[src/rtl/pss_pkg.sv]
// ----------------------------------------------------------------------------
// pss_pkg
// Shared types, constants and functions of the xorshift packet sampler.
// ----------------------------------------------------------------------------
package pss_pkg;

   localparam int MaxCaptureBytesDef = 256;
   localparam int ExcludeSlotsDef    = 16;
   localparam int HwSlots            = 16;  // port entries held by the CSR block
   localparam int PortW              = 16;
   localparam int CapW               = 9;
   localparam int ThreshW            = 32;
   localparam int CountW             = 5;
   localparam int StateW             = 64;
   localparam int CsrAddrW           = 3;
   localparam int CsrDataW           = 64;
   localparam int VerdictW           = 3;

   typedef enum logic [VerdictW-1:0] {
      VERDICT_SAMPLED     = 3'd0,
      VERDICT_DISABLED    = 3'd1,
      VERDICT_EXCLUDED    = 3'd2,
      VERDICT_THRESH_ZERO = 3'd3,
      VERDICT_REJECTED    = 3'd4
   } verdict_type;

   typedef enum logic [CsrAddrW-1:0] {
      CSR_ENABLE     = 3'd0,
      CSR_THRESHOLD  = 3'd1,
      CSR_EXCL_COUNT = 3'd2,
      CSR_PORTS_LOW  = 3'd3,
      CSR_PORTS_MID  = 3'd4,
      CSR_PORTS_HIGH = 3'd5,
      CSR_PORTS_TOP  = 3'd6,
      CSR_SEED       = 3'd7
   } csr_addr_type;

   // Configuration seen by the datapath
   typedef struct packed {
      logic                             enabled;
      logic [ThreshW-1:0]               threshold;
      logic [CountW-1:0]                excl_count;
      logic [HwSlots-1:0][PortW-1:0]    excl_ports;
   } cfg_type;

   // Seed reload request toward the generator
   typedef struct packed {
      logic              load;
      logic [StateW-1:0] value;
   } seed_type;

   // One xorshift64 step, shifts 13 / 7 / 17
   function automatic logic [StateW-1:0] xorshift64(input logic [StateW-1:0] x);
      logic [StateW-1:0] a;
      logic [StateW-1:0] b;
      a = x ^ (x << 13);
      b = a ^ (a >> 7);
      return b ^ (b << 17);
   endfunction

endpackage

[src/rtl/pss_channels.sv]
// ----------------------------------------------------------------------------
// pss_channels
// Valid/ready channel interfaces: packet request, sample response, CSR write.
// ----------------------------------------------------------------------------
interface pss_req_if;
   logic                     valid;
   logic                     ready;
   logic [pss_pkg::PortW-1:0] source_port;
   logic [pss_pkg::PortW-1:0] destination_port;
   logic [pss_pkg::PortW-1:0] packet_length;

   modport source (output valid, source_port, destination_port, packet_length,
                   input ready);
   modport sink   (input valid, source_port, destination_port, packet_length,
                   output ready);
endinterface

interface pss_rsp_if;
   logic                        valid;
   logic                        ready;
   logic                        take_sample;
   logic [pss_pkg::CapW-1:0]     capture_length;
   logic [pss_pkg::VerdictW-1:0] verdict_code;

   modport source (output valid, take_sample, capture_length, verdict_code,
                   input ready);
   modport sink   (input valid, take_sample, capture_length, verdict_code,
                   output ready);
endinterface

interface pss_csr_if;
   logic                        valid;
   logic                        ready;
   logic [pss_pkg::CsrAddrW-1:0] addr;
   logic [pss_pkg::CsrDataW-1:0] wdata;

   modport source (output valid, addr, wdata, input ready);
   modport sink   (input valid, addr, wdata, output ready);
endinterface

[src/rtl/pss_csr.sv]
// ----------------------------------------------------------------------------
// pss_csr
// Configuration register file; a seed write also requests a generator reload.
// ----------------------------------------------------------------------------
module pss_csr (
   input  logic              clock,
   input  logic              reset,
   pss_csr_if.sink           csr_chan,
   output pss_pkg::cfg_type  cfg,
   output pss_pkg::seed_type seed
);
   import pss_pkg::*;

   logic                  enabled_ff,   enabled_in;
   logic [ThreshW-1:0]    threshold_ff, threshold_in;
   logic [CountW-1:0]     count_ff,     count_in;
   logic [3:0][CsrDataW-1:0] ports_ff,  ports_in;
   logic                  wr;
   csr_addr_type          addr;

   // Writes are always taken
   assign csr_chan.ready = 1'b1;
   assign wr   = csr_chan.valid;
   assign addr = csr_addr_type'(csr_chan.addr);

   // Register decode
   always_comb begin
      enabled_in   = enabled_ff;
      threshold_in = threshold_ff;
      count_in     = count_ff;
      ports_in     = ports_ff;
      if (wr) begin
         case (addr)
            CSR_ENABLE:     enabled_in   = csr_chan.wdata[0];
            CSR_THRESHOLD:  threshold_in = csr_chan.wdata[ThreshW-1:0];
            CSR_EXCL_COUNT: count_in     = csr_chan.wdata[CountW-1:0];
            CSR_PORTS_LOW:  ports_in[0]  = csr_chan.wdata;
            CSR_PORTS_MID:  ports_in[1]  = csr_chan.wdata;
            CSR_PORTS_HIGH: ports_in[2]  = csr_chan.wdata;
            CSR_PORTS_TOP:  ports_in[3]  = csr_chan.wdata;
            default: ;  // seed goes straight to the generator
         endcase
      end
   end

   always_ff @(posedge clock) begin
      if (reset) begin
         enabled_ff   <= 1'b0;
         threshold_ff <= '0;
         count_ff     <= '0;
         ports_ff     <= '0;
      end else begin
         enabled_ff   <= enabled_in;
         threshold_ff <= threshold_in;
         count_ff     <= count_in;
         ports_ff     <= ports_in;
      end
   end

   assign cfg.enabled    = enabled_ff;
   assign cfg.threshold  = threshold_ff;
   assign cfg.excl_count = count_ff;
   assign cfg.excl_ports = ports_ff;

   assign seed.load  = wr && (addr == CSR_SEED);
   assign seed.value = csr_chan.wdata;

endmodule

[src/rtl/pss_gen.sv]
// ----------------------------------------------------------------------------
// pss_gen
// xorshift64 state register with seed reload and one-step lookahead.
// ----------------------------------------------------------------------------
module pss_gen (
   input  logic                       clock,
   input  logic                       reset,
   input  pss_pkg::seed_type          seed,
   input  logic                       step,
   output logic [pss_pkg::StateW-1:0] rnd_next
);
   import pss_pkg::*;

   logic [StateW-1:0] state_ff, state_in;

   assign rnd_next = xorshift64(state_ff);

   // A zero seed loads one so the generator never sticks at zero
   always_comb begin
      state_in = state_ff;
      if (seed.load) begin
         state_in = (seed.value == '0) ? StateW'(1) : seed.value;
      end else if (step) begin
         state_in = rnd_next;
      end
   end

   always_ff @(posedge clock) begin
      if (reset) begin
         state_ff <= StateW'(1);
      end else begin
         state_ff <= state_in;
      end
   end

endmodule

[src/rtl/pss_judge.sv]
// ----------------------------------------------------------------------------
// pss_judge
// Per-packet decision: enable, port exclusion, threshold, random compare.
// ----------------------------------------------------------------------------
module pss_judge #(
   parameter int MAX_CAPTURE_BYTES = pss_pkg::MaxCaptureBytesDef,
   parameter int EXCLUDE_SLOTS     = pss_pkg::ExcludeSlotsDef
) (
   input  pss_pkg::cfg_type            cfg,
   input  logic [pss_pkg::PortW-1:0]   sport,
   input  logic [pss_pkg::PortW-1:0]   dport,
   input  logic [pss_pkg::PortW-1:0]   len,
   input  logic [pss_pkg::StateW-1:0]  rnd_next,
   output logic                        step,
   output logic                        take,
   output logic [pss_pkg::CapW-1:0]    cap,
   output pss_pkg::verdict_type        verdict
);
   import pss_pkg::*;

   localparam int Slots = (EXCLUDE_SLOTS > HwSlots) ? HwSlots : EXCLUDE_SLOTS;
   localparam logic [PortW-1:0] MaxCap = PortW'(MAX_CAPTURE_BYTES);

   logic [Slots-1:0] hit;
   logic             excluded;
   logic [PortW-1:0] len_cap;

   // Parallel port compares; only the first excl_count entries count
   always_comb begin
      for (int i = 0; i < Slots; i++) begin
         hit[i] = (CountW'(i) < cfg.excl_count) &&
                  ((cfg.excl_ports[i] == sport) || (cfg.excl_ports[i] == dport));
      end
   end
   assign excluded = |hit;

   assign len_cap = (len > MaxCap) ? MaxCap : len;

   // First matching reason wins
   always_comb begin
      step    = 1'b0;
      take    = 1'b0;
      cap     = '0;
      verdict = VERDICT_SAMPLED;
      if (!cfg.enabled) begin
         verdict = VERDICT_DISABLED;
      end else if (excluded) begin
         verdict = VERDICT_EXCLUDED;
      end else if (cfg.threshold == '0) begin
         verdict = VERDICT_THRESH_ZERO;
      end else begin
         step = 1'b1;
         if (rnd_next[ThreshW-1:0] >= cfg.threshold) begin
            verdict = VERDICT_REJECTED;
         end else begin
            take = 1'b1;
            cap  = len_cap[CapW-1:0];
         end
      end
   end

endmodule

[src/rtl/packet_sampler_xorshift.sv]
// ----------------------------------------------------------------------------
// packet_sampler_xorshift: random packet sampler with port exclusion
// A request passes the input register, then the result register, before its
// response is valid. One packet per cycle unless the response channel stalls,
// set by the combinational decide and generator update. Synchronous reset empties
// both stages and loads the generator with 1; CSR writes taken every cycle.
// ----------------------------------------------------------------------------
module packet_sampler_xorshift #(
   parameter int MAX_CAPTURE_BYTES = pss_pkg::MaxCaptureBytesDef,
   parameter int EXCLUDE_SLOTS     = pss_pkg::ExcludeSlotsDef
) (
   input  logic       clock,
   input  logic       reset,
   pss_req_if.sink    req_chan,
   pss_rsp_if.source  rsp_chan,
   pss_csr_if.sink    csr_chan
);
   import pss_pkg::*;

   cfg_type           cfg;
   seed_type          seed;
   logic [StateW-1:0] rnd_next;

   logic              s1_vld_ff, s1_vld_in;
   logic [PortW-1:0]  s1_sport_ff, s1_dport_ff, s1_len_ff;
   logic              out_vld_ff, out_vld_in;
   logic              out_take_ff;
   logic [CapW-1:0]   out_cap_ff;
   verdict_type       out_verdict_ff;

   logic              advance;
   logic              accept;
   logic              step;
   logic              take;
   logic [CapW-1:0]   cap;
   verdict_type       verdict;

   pss_csr u_csr (
      .clock    (clock),
      .reset    (reset),
      .csr_chan (csr_chan),
      .cfg      (cfg),
      .seed     (seed)
   );

   pss_gen u_gen (
      .clock    (clock),
      .reset    (reset),
      .seed     (seed),
      .step     (advance && step),
      .rnd_next (rnd_next)
   );

   pss_judge #(
      .MAX_CAPTURE_BYTES (MAX_CAPTURE_BYTES),
      .EXCLUDE_SLOTS     (EXCLUDE_SLOTS)
   ) u_judge (
      .cfg      (cfg),
      .sport    (s1_sport_ff),
      .dport    (s1_dport_ff),
      .len      (s1_len_ff),
      .rnd_next (rnd_next),
      .step     (step),
      .take     (take),
      .cap      (cap),
      .verdict  (verdict)
   );

   // Pipeline flow: stage 1 moves on when the result register is empty or its response is taken
   assign advance        = s1_vld_ff && (!out_vld_ff || rsp_chan.ready);
   assign req_chan.ready = !s1_vld_ff || advance;
   assign accept         = req_chan.valid && req_chan.ready;

   assign s1_vld_in  = accept || (s1_vld_ff && !advance);
   assign out_vld_in = advance || (out_vld_ff && !rsp_chan.ready);

   // Control state
   always_ff @(posedge clock) begin
      if (reset) begin
         s1_vld_ff  <= 1'b0;
         out_vld_ff <= 1'b0;
      end else begin
         s1_vld_ff  <= s1_vld_in;
         out_vld_ff <= out_vld_in;
      end
   end

   // Input register
   always_ff @(posedge clock) begin
      if (accept) begin
         s1_sport_ff <= req_chan.source_port;
         s1_dport_ff <= req_chan.destination_port;
         s1_len_ff   <= req_chan.packet_length;
      end
   end

   // Result register
   always_ff @(posedge clock) begin
      if (advance) begin
         out_take_ff    <= take;
         out_cap_ff     <= cap;
         out_verdict_ff <= verdict;
      end
   end

   assign rsp_chan.valid          = out_vld_ff;
   assign rsp_chan.take_sample    = out_take_ff;
   assign rsp_chan.capture_length = out_cap_ff;
   assign rsp_chan.verdict_code   = out_verdict_ff;

endmodule

[src/flat_wrapper.sv]
// flat-port wrapper written by rule: the top's interface ports become plain ports
module packet_sampler_xorshift_flat import pss_pkg::*;
#(
   parameter int MAX_CAPTURE_BYTES = pss_pkg::MaxCaptureBytesDef,
   parameter int EXCLUDE_SLOTS     = pss_pkg::ExcludeSlotsDef
)
  (clock, reset, req_chan_valid, req_chan_source_port, req_chan_destination_port, req_chan_packet_length, req_chan_ready, rsp_chan_valid, rsp_chan_take_sample, rsp_chan_capture_length, rsp_chan_verdict_code, rsp_chan_ready, csr_chan_valid, csr_chan_addr, csr_chan_wdata, csr_chan_ready);
  pss_req_if req_chan_i ();
  pss_rsp_if rsp_chan_i ();
  pss_csr_if csr_chan_i ();
  input  logic clock;
  input  logic reset;
  input wire logic [$bits(req_chan_i.valid)-1:0] req_chan_valid;
  input wire logic [$bits(req_chan_i.source_port)-1:0] req_chan_source_port;
  input wire logic [$bits(req_chan_i.destination_port)-1:0] req_chan_destination_port;
  input wire logic [$bits(req_chan_i.packet_length)-1:0] req_chan_packet_length;
  output wire logic [$bits(req_chan_i.ready)-1:0] req_chan_ready;
  output wire logic [$bits(rsp_chan_i.valid)-1:0] rsp_chan_valid;
  output wire logic [$bits(rsp_chan_i.take_sample)-1:0] rsp_chan_take_sample;
  output wire logic [$bits(rsp_chan_i.capture_length)-1:0] rsp_chan_capture_length;
  output wire logic [$bits(rsp_chan_i.verdict_code)-1:0] rsp_chan_verdict_code;
  input wire logic [$bits(rsp_chan_i.ready)-1:0] rsp_chan_ready;
  input wire logic [$bits(csr_chan_i.valid)-1:0] csr_chan_valid;
  input wire logic [$bits(csr_chan_i.addr)-1:0] csr_chan_addr;
  input wire logic [$bits(csr_chan_i.wdata)-1:0] csr_chan_wdata;
  output wire logic [$bits(csr_chan_i.ready)-1:0] csr_chan_ready;
  assign req_chan_i.valid = req_chan_valid;
  assign req_chan_i.source_port = req_chan_source_port;
  assign req_chan_i.destination_port = req_chan_destination_port;
  assign req_chan_i.packet_length = req_chan_packet_length;
  assign req_chan_ready = req_chan_i.ready;
  assign rsp_chan_valid = rsp_chan_i.valid;
  assign rsp_chan_take_sample = rsp_chan_i.take_sample;
  assign rsp_chan_capture_length = rsp_chan_i.capture_length;
  assign rsp_chan_verdict_code = rsp_chan_i.verdict_code;
  assign rsp_chan_i.ready = rsp_chan_ready;
  assign csr_chan_i.valid = csr_chan_valid;
  assign csr_chan_i.addr = csr_chan_addr;
  assign csr_chan_i.wdata = csr_chan_wdata;
  assign csr_chan_ready = csr_chan_i.ready;
  packet_sampler_xorshift #(.MAX_CAPTURE_BYTES(MAX_CAPTURE_BYTES), .EXCLUDE_SLOTS(EXCLUDE_SLOTS)) u_core (.clock(clock), .reset(reset), .req_chan(req_chan_i), .rsp_chan(rsp_chan_i), .csr_chan(csr_chan_i));
endmodule
[config.mk]
export PLATFORM = sky130hd
export DESIGN_NAME = packet_sampler_xorshift_flat
export DESIGN_NICKNAME = d
export VERILOG_FILES = /design/src/rtl/pss_pkg.sv /design/src/rtl/pss_channels.sv /design/src/rtl/pss_csr.sv /design/src/rtl/pss_gen.sv /design/src/rtl/pss_judge.sv /design/src/rtl/packet_sampler_xorshift.sv /design/src/flat_wrapper.sv
export SDC_FILE = /design/constraint.sdc
export NUM_CORES = 1
export LEC_CHECK = 0
export BUFFER_PORTS_ARGS = -buffer_cell sky130_fd_sc_hd__buf_2
export CORE_ASPECT_RATIO = 1.5
export CORE_MARGIN = 2
export CORE_UTILIZATION = 50
export CTS_CLUSTER_SIZE = 14
export DETAILED_ROUTE_END_ITERATION = 10
export GPL_TIMING_DRIVEN = 0
export PLACE_DENSITY = 0.67
export SYNTH_ARGS = -nofsm -noshare
export SYNTH_HDL_FRONTEND = slang
export SYNTH_SLANG_ARGS = --single-unit
[constraint.sdc]
create_clock -name clock -period 8.6 [get_ports clock]
set_input_delay 1.72 -clock clock [delete_from_list [all_inputs] [get_ports clock]]
set_output_delay 1.72 -clock clock [all_outputs]
set_load 0.02 [all_outputs]
==> results of run 1 <==
==> critical path, delay by kind of cell <==
| kind | cells | cell delay (ps) |
|---|---|---|
| buffers and inverters | 3 | 1750 |
| AND/OR/NAND/NOR | 4 | 910 |
| AO/OA/AOI/OAI | 2 | 410 |
==> per-stage QoR <==
step / std cells / util [%] / power [µW] / hold slack, ps
after floorplan: 2873 / - / 2620 / 449
after global placement: 3605 / 53.2 / 2920 / 460
after detailed placement: 3607 / 53.3 / 2930 / 467
after CTS: 3684 / 56.2 / 4840 / 476
after global routing: 3685 / 56.2 / 4990 / 485
final: 3687 / 56.2 / 4880 / 477
==> logic make-up after synthesis <==
kind of cell	share of synthesized area [%]
xor gates and xnor gates	24.4
buffers and inverters	5.80
muxes	0.247
and+or+nand+nor	18.2
AOI/OAI and AO/OA	12.6
adders and majority gates	1.60
DFF	37.2
other	0.0154
==> cell type report <==
cell class / count / area [µm²] / area share (%)
repair buffers: 129 / 673 / 2.48
clock inverters: 15 / 194 / 0.714
multi-input cells: 2190 / 13900 / 51.0
plain buffers: 215 / 1230 / 4.54
well taps: 606 / 758 / 2.79
inverters: 47 / 176 / 0.649
diodes: 2 / 5.00 / 0.0184
clock buffers: 62 / 1220 / 4.49
flip-flops and latches: 421 / 9040 / 33.3
==> synth_stat cells, types with 15 or more instances <==
cell type / n / area [µm²]
dfxtp_1: 360 / 7210
ha_1: 31 / 388
xor2_1: 458 / 4010
nand3_1: 22 / 110
nor4_1: 136 / 851
buf_6: 38 / 428
o21ai_0: 34 / 170
xnor2_1: 218 / 1910
buf_4: 32 / 240
nor2_1: 48 / 180
a211oi_1: 20 / 150
buf_2: 16 / 80.1
edfxtp_1: 61 / 1830
nand2_1: 628 / 2360
inv_1: 47 / 176
o31ai_1: 21 / 158
a21oi_1: 309 / 1550
nand4_1: 62 / 388
o211a_1: 15 / 150
clkbuf_1: 123 / 462
==> state kept, by name (all words and copies together), names as in the netlist <==
signal / flops
u_core.rsp_chan.verdict_code: 3
u_core.rsp_chan.valid: 1
u_core.u_csr.enabled_ff: 1
u_core.u_gen.state_ff: 64
u_core.s1_len_ff: 16
u_core.rsp_chan.capture_length: 9
u_core.u_csr.threshold_ff: 32
u_core.s1_vld_ff: 1
u_core.u_csr.count_ff: 5
u_core.rsp_chan.take_sample: 1
u_core.u_csr.cfg: 256
u_core.s1_sport_ff: 16
u_core.s1_dport_ff: 16
==> worst paths after layout <==
path                                                           startpoint                                              end  slack (ps)  depth (start not counted)
worst max-delay path                                    csr_chan_wdata[4]           u_core.u_gen.state_ff[63]$_SDFFE_PP0P_        4290                          9
worst min-delay path            u_core.u_csr.threshold_ff[8]$_SDFFE_PP0P_        u_core.u_csr.threshold_ff[8]$_SDFFE_PP0P_         480                          2
worst max register to register      u_core.u_gen.state_ff[9]$_SDFFE_PP0P_  u_core.rsp_chan.capture_length[5]$_SDFFCE_PP0P_        4820                         12
worst min register to register  u_core.u_csr.threshold_ff[8]$_SDFFE_PP0P_        u_core.u_csr.threshold_ff[8]$_SDFFE_PP0P_         480                          2
==> power by group <==
group          total, µW  switching (µW)  internal (µW)
Clock               1950             870           1080
Combinational        819             543            276
Sequential          2110            54.5           2050
Total               4880            1470           3410
==> layer usage <==
layer	vias to the layer above	wire length [µm]	share of wire, %	track usage, %
met4	2	9740	9.5	32.5
met1	10800	35400	35	44.9
li1	10100	-	-	-
met5	-	13	0.013	0
met2	1510	45900	45	63.1
met3	525	10900	11	9.97
==> metrics.md, run 1 <==
| Metric | Value |
|---|---|
| Status | `finished clean` |
| CP cell instances | `clkbuf_1, nor4_1, nand4_1, nor4_1, nor2_1, clkbuf_1, clkbuf_1, a22oi_1, a211oi_1` |
| Final WL | `102 mm` |
| PwrDens | `180 nW/µm²` |
| CP required | `9110 ps` |
| DIE WIDTH | `184 µm` |
| GRT overflow | `0` |
| Drt drc | `0` |
| Initial antenna violation count | `1` |
| # hold bufs at CTS | `0` |
| Slew Viols, Final | `0` |
| Max-Cap Viols | `0` |
| CTS resizes | `0` |
| Post-synth EDFFs | `61` |
| CTS Root Cell | `clkbuf_16` |
| GRT Overall Usage | `39.7%` |
| # setup viols final | `0` |
| Launching element type of the critical path | `primary input` |
| CTS max path bufs | `3` |
| Vias in the first global route | `22000` |
| Synth-to-Final Area Change | `11.8%` |
| Vias post-DR | `22900` |
| Most frequent cells in the layout | `nand2_1, xor2_1, dfxtp_1, a21oi_1, xnor2_1` |
| Total Die Area | `50400 µm²` |
| Unrepaired setup endpoints after global routing | `no` |
| CTS H-tree depth | `2` |
| Worst path slowest cell | `clkbuf_1` |
| Clock latency reported for the late side of the worst-skew pair | `620 ps` |
| Syn Nets | `3024` |
| # Post-CTS Setup Buffers | `0` |
| Most used cell, CP | `clkbuf_1` |
| Async set-or-reset flop fraction in the synthesized netlist | `0%` |
| Worst-path clk slew | `60 ps` |
| Worst EP arrival | `4820 ps` |
| Post-synthesis sequential area ratio | `37.2%` |
| CP Class | `in2reg` |
| Final Hold Viols | `0` |
| Cell Area, Synth | `24300 µm²` |
| Syn_area_per_cell | `8.46 µm²` |
| Slew HR | `13.1%` |
| Crit. End Element | `flip-flop` |
| Largest net degree at the start of global routing | `44` |
| PortBufs | `126` |
| Clock buffer count from CTS | `43` |
| Synth Flop Type | `dfxtp_1` |
| Number of iterations in the first detailed-routing pass | `6` |
| FILL cells | `4496` |
| Post-Synthesis Cells | `2873` |
| Row Count | `99` |
| Final WS setup | `4290 ps` |
| Worst Skew | `28.5 ps` |
| Vias/cell | `6.22` |
| Worst VDD drop | `0.147 mV` |
| Initial DRC count | `2478` |
| FF+latch count, synth | `421` |
| Initial core utilization | `50.3%` |
| Slew @ Worst Pin | `1300 ps` |
| First-pass GRT wire length | `144 mm` |
| DIE HEIGHT | `274 µm` |
| Yosys warns | `0` |
| Fin crit period | `4310 ps` |
| Leakage power | `0.0106 µW` |
| Post-Place Worst Slack | `3790 ps` |
| Core ar. | `48300 µm²` |
| CTS tree | `done` |
| Cell area after layout | `27200 µm²` |
| GP Congestion | `1.05` |
| Post-DR wirelength/cell | `27.7 µm` |
| Detailed Place HPWL | `71.5 mm` |
| Post-Place Cell Area | `25700 µm²` |
| CTS sink cnt | `421` |
| Setup TNS Final | `0 ps` |
| Worst-path maximum fanout | `10` |
| Post-DRT Antenna Nets | `0` |
| Netlist cell types | `62` |
| Layout cells sized above 1 | `9.87%` |
| Hold WC Path Type | `reg2reg` |
| Period utilization | `50.1%` |
| Critical Path Max Stage Delay | `850 ps` |
| Nets | `3198` |
| Maximum operating frequency | `232 MHz` |
| # IOs | `136` |
| Commonest non-fill, non-tap cell in the layout | `nand2_1` |
No activity file was read; power rests on OpenSTA's default activity.
==> inputs of run 2 (changes only) <==
Settings changed: PLACE_DENSITY 0.67 to 0.7.
Clock period 8.6 ns to 3.75 ns, I/O delays scaled along.
==> run 2 against run 1 <==
  * Total power is 140% higher
  * Highest routed layer unchanged
  * Register-to-register slack worse by 4800 ps
  * Critical path depth is 2 higher
  * Routed wire length is 1.1% higher
==> metrics.md, run 2 (synthesis results as in run 1) <==
| Metric | Value |
|---|---|
| GP Congestion | `1.02` |
| Design Power | `11500 µW` |
| Largest net degree at the start of global routing | `40` |
| Total Die Area | `50400 µm²` |
| Row Count | `99` |
| GRT overflow | `0` |
| Cell area after layout | `27300 µm²` |
| Clock buffer count from CTS | `44` |
| Final core occ | `56.6%` |
| # hold bufs at CTS | `0` |
| Crit. End Element | `flip-flop` |
| Final WL | `103 mm` |
| Hold path depth | `1` |
| CP Class | `reg2reg` |
| Worst EP arrival | `4230 ps` |
| CTS max path bufs | `3` |
| Synth-to-Final Area Change | `12.4%` |
| Final WS setup | `22.6 ps` |
| Crit path max-delay family | `buffers and inverters` |
| CTS sink cnt | `421` |
| Core ar. | `48300 µm²` |
| Most frequent cells in the layout | `nand2_1, xor2_1, dfxtp_1, a21oi_1, xnor2_1` |
| Worst-path maximum fanout | `10` |
| Worst-path clk slew | `70 ps` |
| Hold WC Path Type | `in2reg` |
| Number of iterations in the first detailed-routing pass | `5` |
| R2R Path Start | `u_core.s1_dport_ff[10]$_DFFE_PP_` |
| CP required | `4250 ps` |
| Post-Place Cell Area | `25800 µm²` |
| Slew @ Worst Pin | `1300 ps` |
| Worst VDD drop | `0.430 mV` |
| Critical Path Max Stage Delay | `810 ps` |
| Max reg flops | `256` |
| Launching element type of the critical path | `flip-flop` |
| # IOs | `136` |
| Maximum operating frequency | `268 MHz` |
| Detailed Place HPWL | `73.1 mm` |
| Slew Viols, Final | `0` |
| Worst path bufs/invs | `4` |
| Post-DRT Antenna Nets | `0` |
| Worst Skew | `23.3 ps` |
| Layout cells sized above 1 | `10.3%` |
| Initial antenna violation count | `2` |
| GRT Overall Usage | `40.5%` |
| PwrDens | `420 nW/µm²` |
| Post-Place Worst Slack | `-104 ps` |
| Reg2Reg Depth | `11` |
| PortBufs | `126` |
| DIE WIDTH | `184 µm` |
| Vias in the first global route | `22200` |
| Worst R2R Setup Slack | `20 ps` |
| Nets | `3200` |
| DIE HEIGHT | `274 µm` |
| Worst path slowest cell | `nor4_1` |
| # setup viols final | `0` |
| Most used cell, CP | `buf_6` |
| Drt drc | `0` |
| CTS H-tree depth | `2` |
| CTS tree | `done` |
| Status | `finished clean` |
| Post-DR wirelength/cell | `27.9 µm` |
| Slew HR | `13.2%` |
| Fin crit period | `3730 ps` |
| Vias/cell | `6.23` |
| Commonest non-fill, non-tap cell in the layout | `nand2_1` |
| Leakage power | `0.0106 µW` |
| Final Hold Viols | `0` |
| Initial core utilization | `50.3%` |
| Initial DRC count | `2655` |
| Vias post-DR | `23000` |
| Max-Cap Viols | `0` |
| Beginning of the worst hold path | `req_chan_source_port[3]` |
| Hold endpoint | `u_core.s1_sport_ff[3]$_DFFE_PP_` |
| CP cell instances | `buf_4, buf_6, xnor2_1, nand4_1, nor4_1, o31ai_2, nand4_4, buf_6, clkbuf_1, o21ai_0, o211a_1` |
| Period utilization | `99.4%` |
| Unrepaired setup endpoints after global routing | `no` |
| Hold_ws | `291 ps` |
| Clock latency reported for the late side of the worst-skew pair | `630 ps` |
| First-pass GRT wire length | `147 mm` |
| CTS Root Cell | `clkbuf_16` |
| R2r endpoint | `u_core.u_gen.state_ff[4]$_SDFFE_PP0P_` |
[run 2: area by class of cell]
cell class              instances  area (µm²)
fillers                      4495       21000
multi-input cells            2190       13900
flip-flops and latches        421        9040
clock buffers                  59        1240
plain buffers                 215        1240
well taps                     606         758
repair buffers                130         684
clock inverters                22         304
inverters                      47         176
diodes                          1        2.50
[run 2: power breakdown]
group | internal [µW] | switching [µW]
clock | 2700 | 2090
sequential | 4710 | 128
combinational | 636 | 1230
total | 8040 | 3450
[run 2: worst max path at each step]
stage	startpoint	to	slack, ps	depth (start not counted)
final	u_core.s1_dport_ff[10]$_DFFE_PP_	u_core.u_gen.state_ff[4]$_SDFFE_PP0P_	20	11
after global routing	u_core.s1_sport_ff[13]$_DFFE_PP_	u_core.u_gen.state_ff[44]$_SDFFE_PP0P_	30	12
after detailed placement	csr_chan_wdata[3]	u_core.u_gen.state_ff[54]$_SDFFE_PP0P_	-100	10
after global placement	csr_chan_wdata[3]	u_core.u_gen.state_ff[55]$_SDFFE_PP0P_	-90	10
after CTS	u_core.u_gen.state_ff[8]$_SDFFE_PP0P_	u_core.rsp_chan.capture_length[0]$_SDFFCE_PP0P_	120	13
after floorplan	rsp_chan_ready	u_core.u_gen.state_ff[35]$_SDFFE_PP0P_	1010	7
[run 2: per-layer routing]
metal,wire length [µm],up-vias,track usage (%)
met5,29,-,0
met4,10700,4,34.5
met3,9970,490,9.24
met2,46300,1437,64.1
met1,36200,11000,46.3
li1,-,10100,-
[run 2: per-stage QoR]
| step | cells | TNS (ps) |
|---|---|---|
| global placement | 3605 | -504 |
| floorplan | 2873 | 0 |
| detailed placement | 3608 | -824 |
| CTS | 3689 | 0 |
| finish | 3691 | 0 |
| global route | 3690 | 0 |
[run 2: what timing repair did]
action,4_1_cts,5_1_grt
buffers inserted,0,1
hold endpoints to repair,0,0
resized for setup,0,7
endpoints found under the setup margin,0,25
